### config.mk
export PLATFORM = sky130hd
export DESIGN_NAME = multi_car_elevator_dispatch_unit_flat
export DESIGN_NICKNAME = d
export VERILOG_FILES = /design/src/rtl/mced_pkg.sv /design/src/rtl/mced_if.sv /design/src/rtl/mced_ctrl.sv /design/src/rtl/mced_dp.sv /design/src/rtl/multi_car_elevator_dispatch_unit.sv /design/src/flat_wrapper.sv
export SDC_FILE = /design/constraint.sdc
export NUM_CORES = 1
export LEC_CHECK = 0
export BUFFER_PORTS_ARGS = -buffer_cell sky130_fd_sc_hd__buf_2
export CAP_MARGIN = 25
export CORE_ASPECT_RATIO = 1.75
export CORE_UTILIZATION = 50
export CTS_CLUSTER_DIAMETER = 120
export DETAILED_ROUTE_END_ITERATION = 8
export PLACE_DENSITY_LB_ADDON = 0.25
export REMOVE_ABC_BUFFERS = 1
export SLEW_MARGIN = 20
export SYNTH_ARGS = -nofsm -noshare
export SYNTH_HDL_FRONTEND = slang
export SYNTH_HIERARCHICAL = 1
export SYNTH_SLANG_ARGS = --single-unit
export TNS_END_PERCENT = 10
### constraint.sdc
create_clock -name clk -period 13.65 [get_ports clk]
set_input_delay 0 -clock clk [delete_from_list [all_inputs] [get_ports clk]]
set_output_delay 0 -clock clk [all_outputs]
set_load 0.1 [all_outputs]
### src/rtl/mced_pkg.sv
package mced_pkg;

    localparam int FLOORS_DEF = 16;
    localparam int CARS_DEF   = 4;

    localparam int FLOOR_W = 4;
    localparam int CAR_W   = 2;
    localparam int KIND_W  = 2;
    localparam int DIR_W   = 2;
    localparam int TIME_W  = 4;

    localparam logic [KIND_W-1:0] KIND_TICK = 2'd0;
    localparam logic [KIND_W-1:0] KIND_HALL = 2'd1;
    localparam logic [KIND_W-1:0] KIND_DEST = 2'd2;

    localparam logic [DIR_W-1:0] DIR_STOP = 2'd0;
    localparam logic [DIR_W-1:0] DIR_UP   = 2'd1;
    localparam logic [DIR_W-1:0] DIR_DN   = 2'd2;

    localparam logic [TIME_W-1:0] DWELL_TICKS_RST = 4'd3;

    typedef struct packed {
        logic [KIND_W-1:0]  kind;
        logic [FLOOR_W-1:0] floor;
        logic               call_dir;
        logic [CAR_W-1:0]   car;
    } ev_t;

    typedef struct packed {
        logic [CAR_W-1:0]   car_index;
        logic [FLOOR_W-1:0] car_floor_out;
        logic [DIR_W-1:0]   car_heading;
        logic               loading_busy;
        logic               unloading_busy;
        logic               last_car;
    } st_t;

    typedef struct packed {
        logic event_apply;
        logic decide;
        logic move;
    } cmd_t;

endpackage

### src/rtl/mced_if.sv
interface mced_if #(parameter type T = logic);
    logic valid;
    logic ready;
    T     data;
    modport source (output valid, output data, input ready);
    modport sink (input valid, input data, output ready);
endinterface

### src/rtl/mced_ctrl.sv
module mced_ctrl
    import mced_pkg::*;
#(
    parameter int CARS = CARS_DEF
)
(
    input  logic                      clk,
    input  logic                      rst_n,
    input  logic                      in_valid,
    input  logic [KIND_W-1:0]         in_kind,
    output logic                      in_ready,
    output logic                      out_valid,
    input  logic                      out_ready,
    output cmd_t                      cmd,
    output logic [$clog2(CARS+1)-1:0] car_sel
);

    localparam int CW = $clog2(CARS + 1);
    localparam logic [1:0] S_IDLE = 2'd0;
    localparam logic [1:0] S_DEC  = 2'd1;
    localparam logic [1:0] S_MOVE = 2'd2;
    localparam logic [1:0] S_OUT  = 2'd3;

    logic [1:0]    state_reg, state_next;
    logic [CW-1:0] cnt_reg, cnt_next;

    assign in_ready  = (state_reg == S_IDLE);
    assign out_valid = (state_reg == S_OUT);
    assign car_sel   = cnt_reg;

    always_comb
    begin
        state_next = state_reg;
        cnt_next   = cnt_reg;
        cmd        = '0;
        unique case (state_reg)
            S_IDLE:
            begin
                if (in_valid)
                begin
                    cmd.event_apply = 1'b1;
                    cnt_next = '0;
                    if (in_kind == KIND_TICK)
                        state_next = S_DEC;
                end
            end
            S_DEC:
            begin
                cmd.decide = 1'b1;
                if (cnt_reg == CW'(CARS - 1))
                    state_next = S_MOVE;
                else
                    cnt_next = cnt_reg + 1'b1;
            end
            S_MOVE:
            begin
                cmd.move   = 1'b1;
                cnt_next   = '0;
                state_next = S_OUT;
            end
            S_OUT:
            begin
                if (out_ready)
                begin
                    if (cnt_reg == CW'(CARS - 1))
                        state_next = S_IDLE;
                    else
                        cnt_next = cnt_reg + 1'b1;
                end
            end
            default: state_next = S_IDLE;
        endcase
    end

    always_ff @(posedge clk or negedge rst_n)
    begin
        if (!rst_n)
        begin
            state_reg <= S_IDLE;
            cnt_reg   <= '0;
        end
        else
        begin
            state_reg <= state_next;
            cnt_reg   <= cnt_next;
        end
    end

`ifndef SYNTH
    a_cnt_range: assert property (@(posedge clk) disable iff (!rst_n)
        cnt_reg < CW'(CARS)) else $error("car counter out of range");
    a_move_then_out: assert property (@(posedge clk) disable iff (!rst_n)
        cmd.move |=> out_valid) else $error("no output after move");
    a_no_accept_busy: assert property (@(posedge clk) disable iff (!rst_n)
        state_reg != S_IDLE |-> !in_ready) else $error("ready while busy");
`endif

endmodule

### src/rtl/mced_dp.sv
module mced_dp
    import mced_pkg::*;
#(
    parameter int FLOORS = FLOORS_DEF,
    parameter int CARS   = CARS_DEF
)
(
    input  logic                      clk,
    input  logic                      rst_n,
    input  logic                      cfg_we,
    input  logic [TIME_W-1:0]         cfg_data,
    input  ev_t                       ev,
    input  cmd_t                      cmd,
    input  logic [$clog2(CARS+1)-1:0] car_sel,
    output st_t                       st
);

    localparam int CW = $clog2(CARS + 1);
    localparam int FW = $clog2(FLOORS);
    localparam int AW = (CARS > 1) ? $clog2(CARS) : 1;

    logic [TIME_W-1:0] lt_reg;
    logic [FLOORS-1:0] up_reg, dn_reg;
    logic [FLOORS-1:0] dst_reg [CARS];
    logic [FW-1:0]     pos_reg [CARS];
    logic [DIR_W-1:0]  dir_reg [CARS];
    logic [TIME_W-1:0] ldc_reg [CARS];
    logic [TIME_W-1:0] ulc_reg [CARS];

    logic [AW-1:0]     c;
    logic [FW-1:0]     cur;
    logic [DIR_W-1:0]  d0;
    logic [TIME_W-1:0] ldc, ulc;
    logic [FLOORS-1:0] dst, req, mabove, mbelow, ra, rb;
    logic              dest_above, dest_below, req_above, req_below;
    logic [FW-1:0]     near_hi, near_lo;
    logic              bt_up, bt_dn, opp_up, opp_dn;
    logic [DIR_W-1:0]  d_new;
    logic              clr_dst, clr_up, clr_dn, arm_ul, arm_ld;

    assign c   = AW'(car_sel);
    assign cur = pos_reg[c];
    assign dst = dst_reg[c];
    assign req = up_reg | dn_reg;
    assign ldc = (ldc_reg[c] != '0) ? ldc_reg[c] - 1'b1 : ldc_reg[c];
    assign ulc = (ulc_reg[c] != '0) ? ulc_reg[c] - 1'b1 : ulc_reg[c];

    always_comb
    begin
        for (int f = 0; f < FLOORS; f++)
        begin
            mabove[f] = (f > int'(cur));
            mbelow[f] = (f < int'(cur));
        end
        ra = req & mabove;
        rb = req & mbelow;
        dest_above = |(dst & mabove);
        dest_below = |(dst & mbelow);
        req_above  = |ra;
        req_below  = |rb;
        near_hi = '0;
        for (int f = FLOORS - 1; f >= 0; f--)
            if (ra[f])
                near_hi = FW'(f);
        near_lo = '0;
        for (int f = 0; f < FLOORS; f++)
            if (rb[f])
                near_lo = FW'(f);
    end

    always_comb
    begin
        logic [FW-1:0]    of;
        logic [DIR_W-1:0] od;
        logic             us, ds;
        bt_up = 1'b0;
        bt_dn = 1'b0;
        opp_up = 1'b0;
        opp_dn = 1'b0;
        for (int j = 0; j < CARS; j++)
        begin
            of = pos_reg[j];
            od = dir_reg[j];
            us = (od == DIR_UP) || (od == DIR_STOP);
            ds = (od == DIR_DN) || (od == DIR_STOP);
            if (j != int'(c))
            begin
                if (us && req_above && ((of > cur && of <= near_hi)
                    || (of == cur && j < int'(c))))
                    bt_up = 1'b1;
                if (ds && req_below && ((of < cur && of >= near_lo)
                    || (of == cur && j < int'(c))))
                    bt_dn = 1'b1;
                if (us && req_below && near_lo >= of
                    && (near_lo - of) < (cur - near_lo))
                    opp_up = 1'b1;
                if (ds && req_above && near_hi <= of
                    && (of - near_hi) < (near_hi - cur))
                    opp_dn = 1'b1;
            end
        end
    end

    always_comb
    begin
        d0 = dir_reg[c];
        if ((cur == FW'(FLOORS - 1) && d0 == DIR_UP) || (cur == '0 && d0 == DIR_DN))
            d0 = DIR_STOP;
        d_new   = d0;
        clr_dst = 1'b0;
        clr_up  = 1'b0;
        clr_dn  = 1'b0;
        arm_ul  = 1'b0;
        arm_ld  = 1'b0;
        priority if (dst[cur])
        begin
            clr_dst = 1'b1;
            arm_ul  = (ulc == '0);
        end
        else if (up_reg[cur] && d0 != DIR_DN)
        begin
            d_new  = DIR_UP;
            clr_up = 1'b1;
            arm_ld = (ldc == '0);
        end
        else if (dn_reg[cur] && d0 != DIR_UP)
        begin
            d_new  = DIR_DN;
            clr_dn = 1'b1;
            arm_ld = (ldc == '0);
        end
        else if (!dest_above && !req_above && !dest_below && !req_below)
            d_new = DIR_STOP;
        else if (dest_above && (d0 == DIR_STOP || d0 == DIR_UP))
            d_new = DIR_UP;
        else if (dest_below && (d0 == DIR_STOP || d0 == DIR_DN))
            d_new = DIR_DN;
        else if ((d0 == DIR_UP || d0 == DIR_STOP) && req_above && !bt_up && !opp_dn)
            d_new = DIR_UP;
        else if ((d0 == DIR_DN || d0 == DIR_STOP) && req_below && !bt_dn && !opp_up)
            d_new = DIR_DN;
    end

    always_ff @(posedge clk or negedge rst_n)
    begin
        if (!rst_n)
        begin
            lt_reg <= DWELL_TICKS_RST;
            up_reg <= '0;
            dn_reg <= '0;
            for (int i = 0; i < CARS; i++)
            begin
                dst_reg[i] <= '0;
                pos_reg[i] <= '0;
                dir_reg[i] <= DIR_STOP;
                ldc_reg[i] <= '0;
                ulc_reg[i] <= '0;
            end
        end
        else
        begin
            if (cfg_we)
                lt_reg <= cfg_data;
            if (cmd.event_apply)
            begin
                if (ev.kind == KIND_HALL && int'(ev.floor) < FLOORS)
                begin
                    if (ev.call_dir)
                        dn_reg[FW'(ev.floor)] <= 1'b1;
                    else
                        up_reg[FW'(ev.floor)] <= 1'b1;
                end
                if (ev.kind == KIND_DEST && int'(ev.floor) < FLOORS
                    && int'(ev.car) < CARS
                    && FW'(ev.floor) != pos_reg[AW'(ev.car)])
                begin
                    if (dir_reg[AW'(ev.car)] == DIR_STOP)
                        dir_reg[AW'(ev.car)] <= (FW'(ev.floor) < pos_reg[AW'(ev.car)])
                            ? DIR_DN : DIR_UP;
                    dst_reg[AW'(ev.car)][FW'(ev.floor)] <= 1'b1;
                end
            end
            if (cmd.decide)
            begin
                dir_reg[c] <= d_new;
                ldc_reg[c] <= arm_ld ? lt_reg : ldc;
                ulc_reg[c] <= arm_ul ? lt_reg : ulc;
                if (clr_dst)
                    dst_reg[c][cur] <= 1'b0;
                if (clr_up)
                    up_reg[cur] <= 1'b0;
                if (clr_dn)
                    dn_reg[cur] <= 1'b0;
            end
            if (cmd.move)
            begin
                for (int i = 0; i < CARS; i++)
                begin
                    if (ldc_reg[i] == '0 && ulc_reg[i] == '0)
                    begin
                        if (dir_reg[i] == DIR_UP && pos_reg[i] < FW'(FLOORS - 1))
                            pos_reg[i] <= pos_reg[i] + 1'b1;
                        else if (dir_reg[i] == DIR_DN && pos_reg[i] > '0)
                            pos_reg[i] <= pos_reg[i] - 1'b1;
                    end
                end
            end
        end
    end

    always_comb
    begin
        st.car_index      = CAR_W'(car_sel);
        st.car_floor_out  = FLOOR_W'(pos_reg[c]);
        st.car_heading    = dir_reg[c];
        st.loading_busy   = (ldc_reg[c] != '0);
        st.unloading_busy = (ulc_reg[c] != '0);
        st.last_car       = (car_sel == CW'(CARS - 1));
    end

`ifndef SYNTH
    a_pos_range: assert property (@(posedge clk) disable iff (!rst_n)
        cmd.move |=> int'(pos_reg[c]) < FLOORS) else $error("car beyond top floor");
    a_arm_one: assert property (@(posedge clk) disable iff (!rst_n)
        cmd.decide |-> !(arm_ld && arm_ul)) else $error("both timers armed");
    a_clr_one: assert property (@(posedge clk) disable iff (!rst_n)
        cmd.decide |-> $countones({clr_dst, clr_up, clr_dn}) <= 1)
        else $error("more than one clear");
`endif

endmodule

### src/rtl/multi_car_elevator_dispatch_unit.sv
// a tick decides each car in turn, then moves all cars, then returns CARS results
// one result per cycle while taken; hall calls and presses return no result
// a new event waits until the last result of a tick is taken; one shared decide unit
// reset: asynchronous active low; maps, floors, directions and timers clear, stop time 3
module multi_car_elevator_dispatch_unit
    import mced_pkg::*;
#(
    parameter int FLOORS = FLOORS_DEF,
    parameter int CARS   = CARS_DEF
)
(
    input  logic              clk,
    input  logic              rst_n,
    input  logic              cfg_we,
    input  logic [TIME_W-1:0] cfg_data,
    mced_if.sink              in_ch,
    mced_if.source            out_ch
);

    cmd_t                      cmd;
    logic [$clog2(CARS+1)-1:0] car_sel;

    mced_ctrl #(.CARS(CARS)) u_ctrl (
        .clk       (clk),
        .rst_n     (rst_n),
        .in_valid  (in_ch.valid),
        .in_kind   (in_ch.data.kind),
        .in_ready  (in_ch.ready),
        .out_valid (out_ch.valid),
        .out_ready (out_ch.ready),
        .cmd       (cmd),
        .car_sel   (car_sel)
    );

    mced_dp #(.FLOORS(FLOORS), .CARS(CARS)) u_dp (
        .clk      (clk),
        .rst_n    (rst_n),
        .cfg_we   (cfg_we),
        .cfg_data (cfg_data),
        .ev       (in_ch.data),
        .cmd      (cmd),
        .car_sel  (car_sel),
        .st       (out_ch.data)
    );

endmodule

### src/flat_wrapper.sv
// flat-port wrapper written by rule: the top's interface ports become plain ports
module multi_car_elevator_dispatch_unit_flat import mced_pkg::*;
#(
    parameter int FLOORS = FLOORS_DEF,
    parameter int CARS   = CARS_DEF
)
  (clk, rst_n, cfg_we, cfg_data, in_ch_valid, in_ch_data, in_ch_ready, out_ch_valid, out_ch_data, out_ch_ready);
  mced_if #(.T(ev_t)) in_ch_i ();
  mced_if #(.T(st_t)) out_ch_i ();
  input  logic clk;
  input  logic rst_n;
  input  logic cfg_we;
  input  logic [TIME_W-1:0] cfg_data;
  input wire logic [$bits(in_ch_i.valid)-1:0] in_ch_valid;
  input wire logic [$bits(in_ch_i.data)-1:0] in_ch_data;
  output wire logic [$bits(in_ch_i.ready)-1:0] in_ch_ready;
  output wire logic [$bits(out_ch_i.valid)-1:0] out_ch_valid;
  output wire logic [$bits(out_ch_i.data)-1:0] out_ch_data;
  input wire logic [$bits(out_ch_i.ready)-1:0] out_ch_ready;
  assign in_ch_i.valid = in_ch_valid;
  assign in_ch_i.data = in_ch_data;
  assign in_ch_ready = in_ch_i.ready;
  assign out_ch_valid = out_ch_i.valid;
  assign out_ch_data = out_ch_i.data;
  assign out_ch_i.ready = out_ch_ready;
  multi_car_elevator_dispatch_unit #(.FLOORS(FLOORS), .CARS(CARS)) u_core (.clk(clk), .rst_n(rst_n), .cfg_we(cfg_we), .cfg_data(cfg_data), .in_ch(in_ch_i), .out_ch(out_ch_i));
endmodule
# Word-level counts from Yosys, hierarchy flattened
# Index checks and enable logic that the tools add are counted.
# Widths: inputs -> output; s select.
[op_classes]
n_mul = 0
bitwise = 15
magnitude_cmp = 82
n_addsub = 21
n_mux = 172
n_div = 0
shift = 0
reduce_logical = 144
eq_ne = 33
[ops]
columns = ["cell", "count"]
rows = [
  ["$mux 64", 4],
  ["$mux 16", 14],
  ["$mux 4", 51],
  ["$logic_and 1x1->1", 83],
  ["$and 16x16->16", 4],
  ["$and 64x64->64", 1],
  ["$demux 16 s2", 2],
  ["$not 64->64", 1],
  ["$or 64x64->64", 1],
  ["$reduce_or 16->1", 4],
  ["$lt 4x4->1", 13],
  ["$mux 1", 52],
  ["$or 16x16->16", 3],
  ["$logic_not 4->1", 11],
  ["$mux 2", 21],
  ["$sub 4x4->4", 10],
  ["$and 16x15->16", 2],
  ["$bmux 16 s2", 1],
  ["$bmux 4 s2", 4],
  ["$bwmux 16", 2],
  ["$ge 4x4->1", 8],
  ["$gt 4x4->1 const A", 8],
  ["$le 4x4->1", 8],
  ["$mux 8", 4],
  ["other kinds (48)", 155],
]
[totals]
mem_bits_rw = 0
n_memories = 0
output_inout_bits = 13
rom_bits = 0
wordCells = 492
regBits = 161
latch_bits = 0

# Logic depth before layout (Yosys ltp)
[logic_depth]
depth_word = 46
mapped_depth = 29
depth_no_buf = 26

# Cells and area by module
# The synthesis kept the hierarchy.
[modules_own_cells]
columns = ["module", "area_per_inst_um2", "instances", "seq_area_each_um2", "cells_per_inst"]
rows = [
  ["mced_dp", 11928.9, 1, 3906.2, 1306],
  ["mced_ctrl", 354.1, 1, 125.1, 35],
]

# Least setup slack after synthesis
# Ideal clock, no wire load.
[synth_timing]
path_type = "reg-to-reg"
startpoint = "register u_core/u_dp/pos_reg[5] (netlist bit)"
endpoint = "register u_core/u_dp/dir_reg[7] (netlist bit)"
arrival_time_ps = 6254
period_less_slack_ps = 6395
path_slack_ps = 7255
stages_incl_launch_ff = 29
required_ps = 13509
path_cell_list = "dfrtp_1 -> inv_1 -> mux4_2 -> inv_2 -> buf_12 -> buf_12 -> buf_12 -> buf_2 -> buf_1 -> nor2_1 -> a21oi_1 -> o21ai_0 -> nand3_1 -> a21oi_1 -> o32ai_1 -> inv_1 -> ha_1 -> inv_1 -> fa_1 -> inv_1 -> ha_1 -> a21oi_1 -> maj3_1 -> o31ai_1 -> o21ba_2 -> o221ai_1 -> o2111a_1 -> a21o_1 -> a31oi_1"
[synth_between]
elab_chain_cells = 45
elab_cells_between_ends = 267
[synth_lines]
columns = ["element", "line", "text"]
rows = [
  ["start, declared", "mced_dp.sv:25", "logic [FW-1:0] pos_reg [CARS];"],
  ["start signal, assigned by index", "mced_dp.sv:202", "pos_reg[i] <= pos_reg[i] + 1'b1;"],
  ["start signal, assigned by index", "mced_dp.sv:204", "pos_reg[i] <= pos_reg[i] - 1'b1;"],
  ["$bmux 4 s2 (*)", "--", ""],
  ["$mux 4 (*) (2 in a row)", "--", ""],
  ["via out_ch_data[6]", "flat_wrapper.sv:18", "output wire logic [$bits(out_ch_i.data)-1:0] out_ch_data;"],
  ["branches (longest 39 deep; another with $lt 1x4->1)", "--", ""],
  ["$mux 2 (*)", "mced_dp.sv:115", "priority if (dst[cur])"],
  ["$bwmux 8 (*)", "mced_dp.sv:185", "dir_reg[c] <= d_new;"],
  ["$mux 8 (*)", "mced_dp.sv:183", "if (cmd.decide)"],
  ["end signal, assigned by index", "mced_dp.sv:178", "dir_reg[AW'(ev.car)] <= (FW'(ev.floor) < pos_reg[AW'(ev.car)])"],
  ["end signal, assigned by index", "mced_dp.sv:185", ""],
  ["end, declared", "mced_dp.sv:26", "logic [DIR_W-1:0] dir_reg [CARS];"],
]
# Mark *: on every way through the listed nets, which the timed path passes. The select of a mux whose other input is x is not followed.
# A chain may end at the register's enable or synchronous reset.

# Worst setup path after layout
[layout_timing]
startpoint = "register u_core.u_ctrl.cnt_reg[1], in the netlist u_core/u_ctrl/car_sel[1]"
endpoint = "register u_core/u_dp/dir_reg[5] (netlist bit)"
[layout_between]
elab_chain_cells = 46
elab_cells_between_ends = 277
[layout_lines]
columns = ["element", "line", "text"]
rows = [
  ["start, declared", "mced_ctrl.sv:25", "logic [CW-1:0] cnt_reg, cnt_next;"],
  ["start signal, assigned", "mced_ctrl.sv:85", "cnt_reg <= cnt_next;"],
  ["branches (longest 44 deep; another with $lt 1x4->1)", "--", ""],
  ["$bwmux 8 (*)", "mced_dp.sv:185", ""],
  ["$mux 8 (*)", "mced_dp.sv:183", ""],
]
# Mark *: on every way between the ends. The select of a mux whose other input is x is not followed.

==> results.ini <==
[synthesis]
synthTopCellsByCount=a21oi_1, dfrtp_1, nand2_1
synth_edf_count=0
synth_top_area_cell=dfrtp_1
synth_area_leaders=dfrtp_1, a21oi_1, ha_1
syn_area_per_cell_sq_um=9.16
synth_top_area_share_pct=32.4
synthArstFlopShare_pct=100
yosysWarningCount=6
yosysMostFrequentCell=a21oi_1
synth_cells=1341
synthDistinctLibCells=91
ys_seq_elements=161
syn_area_sq_mm=0.0123
ys.flop_type=dfrtp_1
synth_seq_area_share_pct=32.8

[setup_path]
endpoint_kind=flop
reg2reg_slack_ns=6.57
cp.required_ns=14.02
path_class=flop to flop
arrival_ns=7.45
cp-start-kind=flop
critPathMaxFanout=54

[timing]
relSlewSlack_pct=22.7
period_needed_ns=7.08
hold_violations=0
rsz0062_at_grt=false
min_period_over_period_pct=51.9
hold_slack_ns=0.0131
max_freq_ghz=0.141
skew_ns=0.00940
tightest_slew_ns=1.15
setup_tns_ns=0
fin_ws_ns=6.57
setup_violations=0
slew_viol_final=0

[route]
drcViolationCount=0
firstDrtPassIters=6
avgViaCountPerCell=6.76
drt_iter0_markers=927
wl_per_cell_um=24.5
postRouteAntennaNets=0
num_vias=11400
drt-total-wl_mm=41.3

[placement]
io_buffers=30
place_inst=1637
post-place-ws_ns=6.61
placedInstanceArea_sq_mm=0.0126
routabilityCongestion=1.02
place_hpwl_mm=30.9

[clock_tree]
cts_root_buf=clkbuf_16
insertion_delay_ns=0.45
tritoncts=done
cts_sinks=161
htreeDepth=4
clock_path_buffers=2
path_clk_slew_ns=0.06
cts_buffers=17

[power]
clkPwrFrac_pct=12.2
power_frac_comb_pct=68.9
seq_power_share_pct=18.9
swShare_pct=51.7
vdd_drop_max_uv=194
internal-power_mw=1.95
switchingPower_mw=2.09
p_leak_nw=5.73
power.density_mw_per_mm2=302

[layout]
n_antenna_cell=0
register_area_sq_mm=0.00403
fillCellCount=2251
nets=1483
area_delta_synth_final_pct=8.89
largest_reg_flops=64
stdcell_area_sq_mm=0.0134
multi_input_comb_area_sq_mm=0.00765
fin_cells=1682
drive_gt1_share_pct=12.3

[global_routing]
grt_pass1_vias=11400
overflow=0
grt_usage_pct=34.0
antenna_found_initial=0
grt_max_degree=63
grt_pass1_wl_mm=64.2

[floorplanning]
chipHeight_um=209
io_pins=31
core_area_sq_mm=0.0240
start_util_pct=51.1
dieArea_sq_mm=0.0252
std_cell_rows=75
die_w_um=120

[run_status]
status=complete, no violations

[min_path]
hold_path_class=primary input to async pin

[flow_run]
drv_cap=0

per-layer routing:
metal | wire, um | track usage (%) | vias up | part of all wire (%)
met3 | 2270 | 4.67 | 215 | 5.5
met4 | 3760 | 28.6 | 0 | 9.1
met1 | 14100 | 35.8 | 5554 | 34
met2 | 21100 | 59.4 | 546 | 51
met5 | 0 | 0 | - | 0
li1 | - | - | 5049 | -
what timing repair did:
item,CTS,global route
buffers inserted,0,0
endpoints found under the setup margin,0,0
endpoints found under the hold margin,46,0
resized for setup,0,0
hold buffers,13,0
final cells by class:
| class | instances | area share, % |
|---|---|---|
| clock buffers | 20 | 3.41 |
| clock inverters | 12 | 1.09 |
| inverters | 66 | 1.85 |
| multi-input cells | 1050 | 57.2 |
| flip-flops and latches | 161 | 30.2 |
| well taps | 308 | 2.88 |
| repair buffers | 65 | 3.38 |
final timing paths:
| kind | start | endpoint | depth (start not counted) |
|---|---|---|---|
| min in group clk | out_ch_ready | u_core/u_ctrl/car_sel[1] | 5 |
| hold / removal | rst_n | u_core/u_dp/up_reg[0] | 2 |
| setup / recovery | u_core/u_ctrl/car_sel[1] | u_core/u_dp/dir_reg[5] | 25 |
| max in group asynchronous | rst_n | u_core/u_dp/dst_reg[26] | 4 |
| setup reg to reg | u_core/u_ctrl/car_sel[1] | u_core/u_dp/dir_reg[5] | 25 |
| hold reg to reg | u_core/u_ctrl/car_sel[2] | u_core/u_ctrl/car_sel[2] | 1 |
power by group through the flow:
stage          clock network, mW  logic [mW]  registers [mW]
2_1_floorplan                  0        2.03           0.725
3_3_place_gp                   0        2.68           0.765
3_5_place_dp                   0        2.73           0.767
4_1_cts                    0.498        2.75           0.760
5_1_grt                    0.516        3.08           0.776
6_report                   0.491        2.78           0.765
worst max-delay path: stages, from the launching register on:
cell and delay, ns:
dfrtp_2 0.35, buf_4 0.61, mux4_2 0.88, inv_2 0.55, nor2_1 0.20, o22a_1 0.22
nor2_1 0.09, nor2_1 0.05, nor2_1 0.10, nor2_1 0.05, o22ai_1 0.65, inv_1 0.31
ha_1 0.36, a21o_1 0.15, a21oi_1 0.16, xnor2_1 0.10, xnor2_1 0.38, ha_1 0.20
o21ai_0 0.07, a21oi_1 0.12, a311oi_1 0.07, nor4_1 0.25, a41oi_1 0.21, a2111o_1 0.45
a21o_1 0.20, a31oi_1 0.17
through the flow:
| step | power [mW] | utilization [%] |
|---|---|---|
| global route | 4.37 | 55.7 |
| detailed placement | 3.50 | 52.6 |
| floorplan | 2.75 | - |
| finish | 4.04 | 55.7 |
| CTS | 4.01 | 55.7 |
| global placement | 3.45 | 52.6 |
cell families after synthesis:
group	Yosys count	synth area share, %
buffers and inverters	130	4.94
muxes	61	9.42
adders and majority gates	108	11.8
and+or+nand+nor	353	14.5
xor gates and xnor gates	39	2.78
AOI/OAI and AO/OA	489	23.7
DFF	161	32.8
layout by cell type, fill, tap and decap left out, types with 6 or more instances in the layout:
| master | n |
|---|---|
| nand2b_1 | 18 |
| nand4_1 | 11 |
| nand3_1 | 12 |
| inv_1 | 63 |
| a21oi_1 | 272 |
| dlygate4sd3_1 | 13 |
| or2_2 | 7 |
| or3_1 | 7 |
| nor2_1 | 88 |
| buf_2 | 29 |
| a221oi_1 | 9 |
| fa_1 | 14 |
| nor2b_1 | 23 |
| a31oi_1 | 11 |
| ha_1 | 90 |
| clkbuf_16 | 17 |
| a211oi_1 | 14 |
| xor2_1 | 8 |
| nand2_1 | 95 |
| nor4_1 | 11 |
| a21o_1 | 20 |
| buf_4 | 22 |
| dfrtp_1 | 157 |
| and3_1 | 8 |
| mux2_2 | 6 |
| xnor2_1 | 31 |
| a41oi_1 | 6 |
| o21ai_0 | 72 |
| mux4_2 | 43 |
| mux2i_1 | 11 |
| nor3_1 | 32 |
| o22ai_1 | 13 |
| nor3b_1 | 8 |
Power figures use the tool's default switching activity.
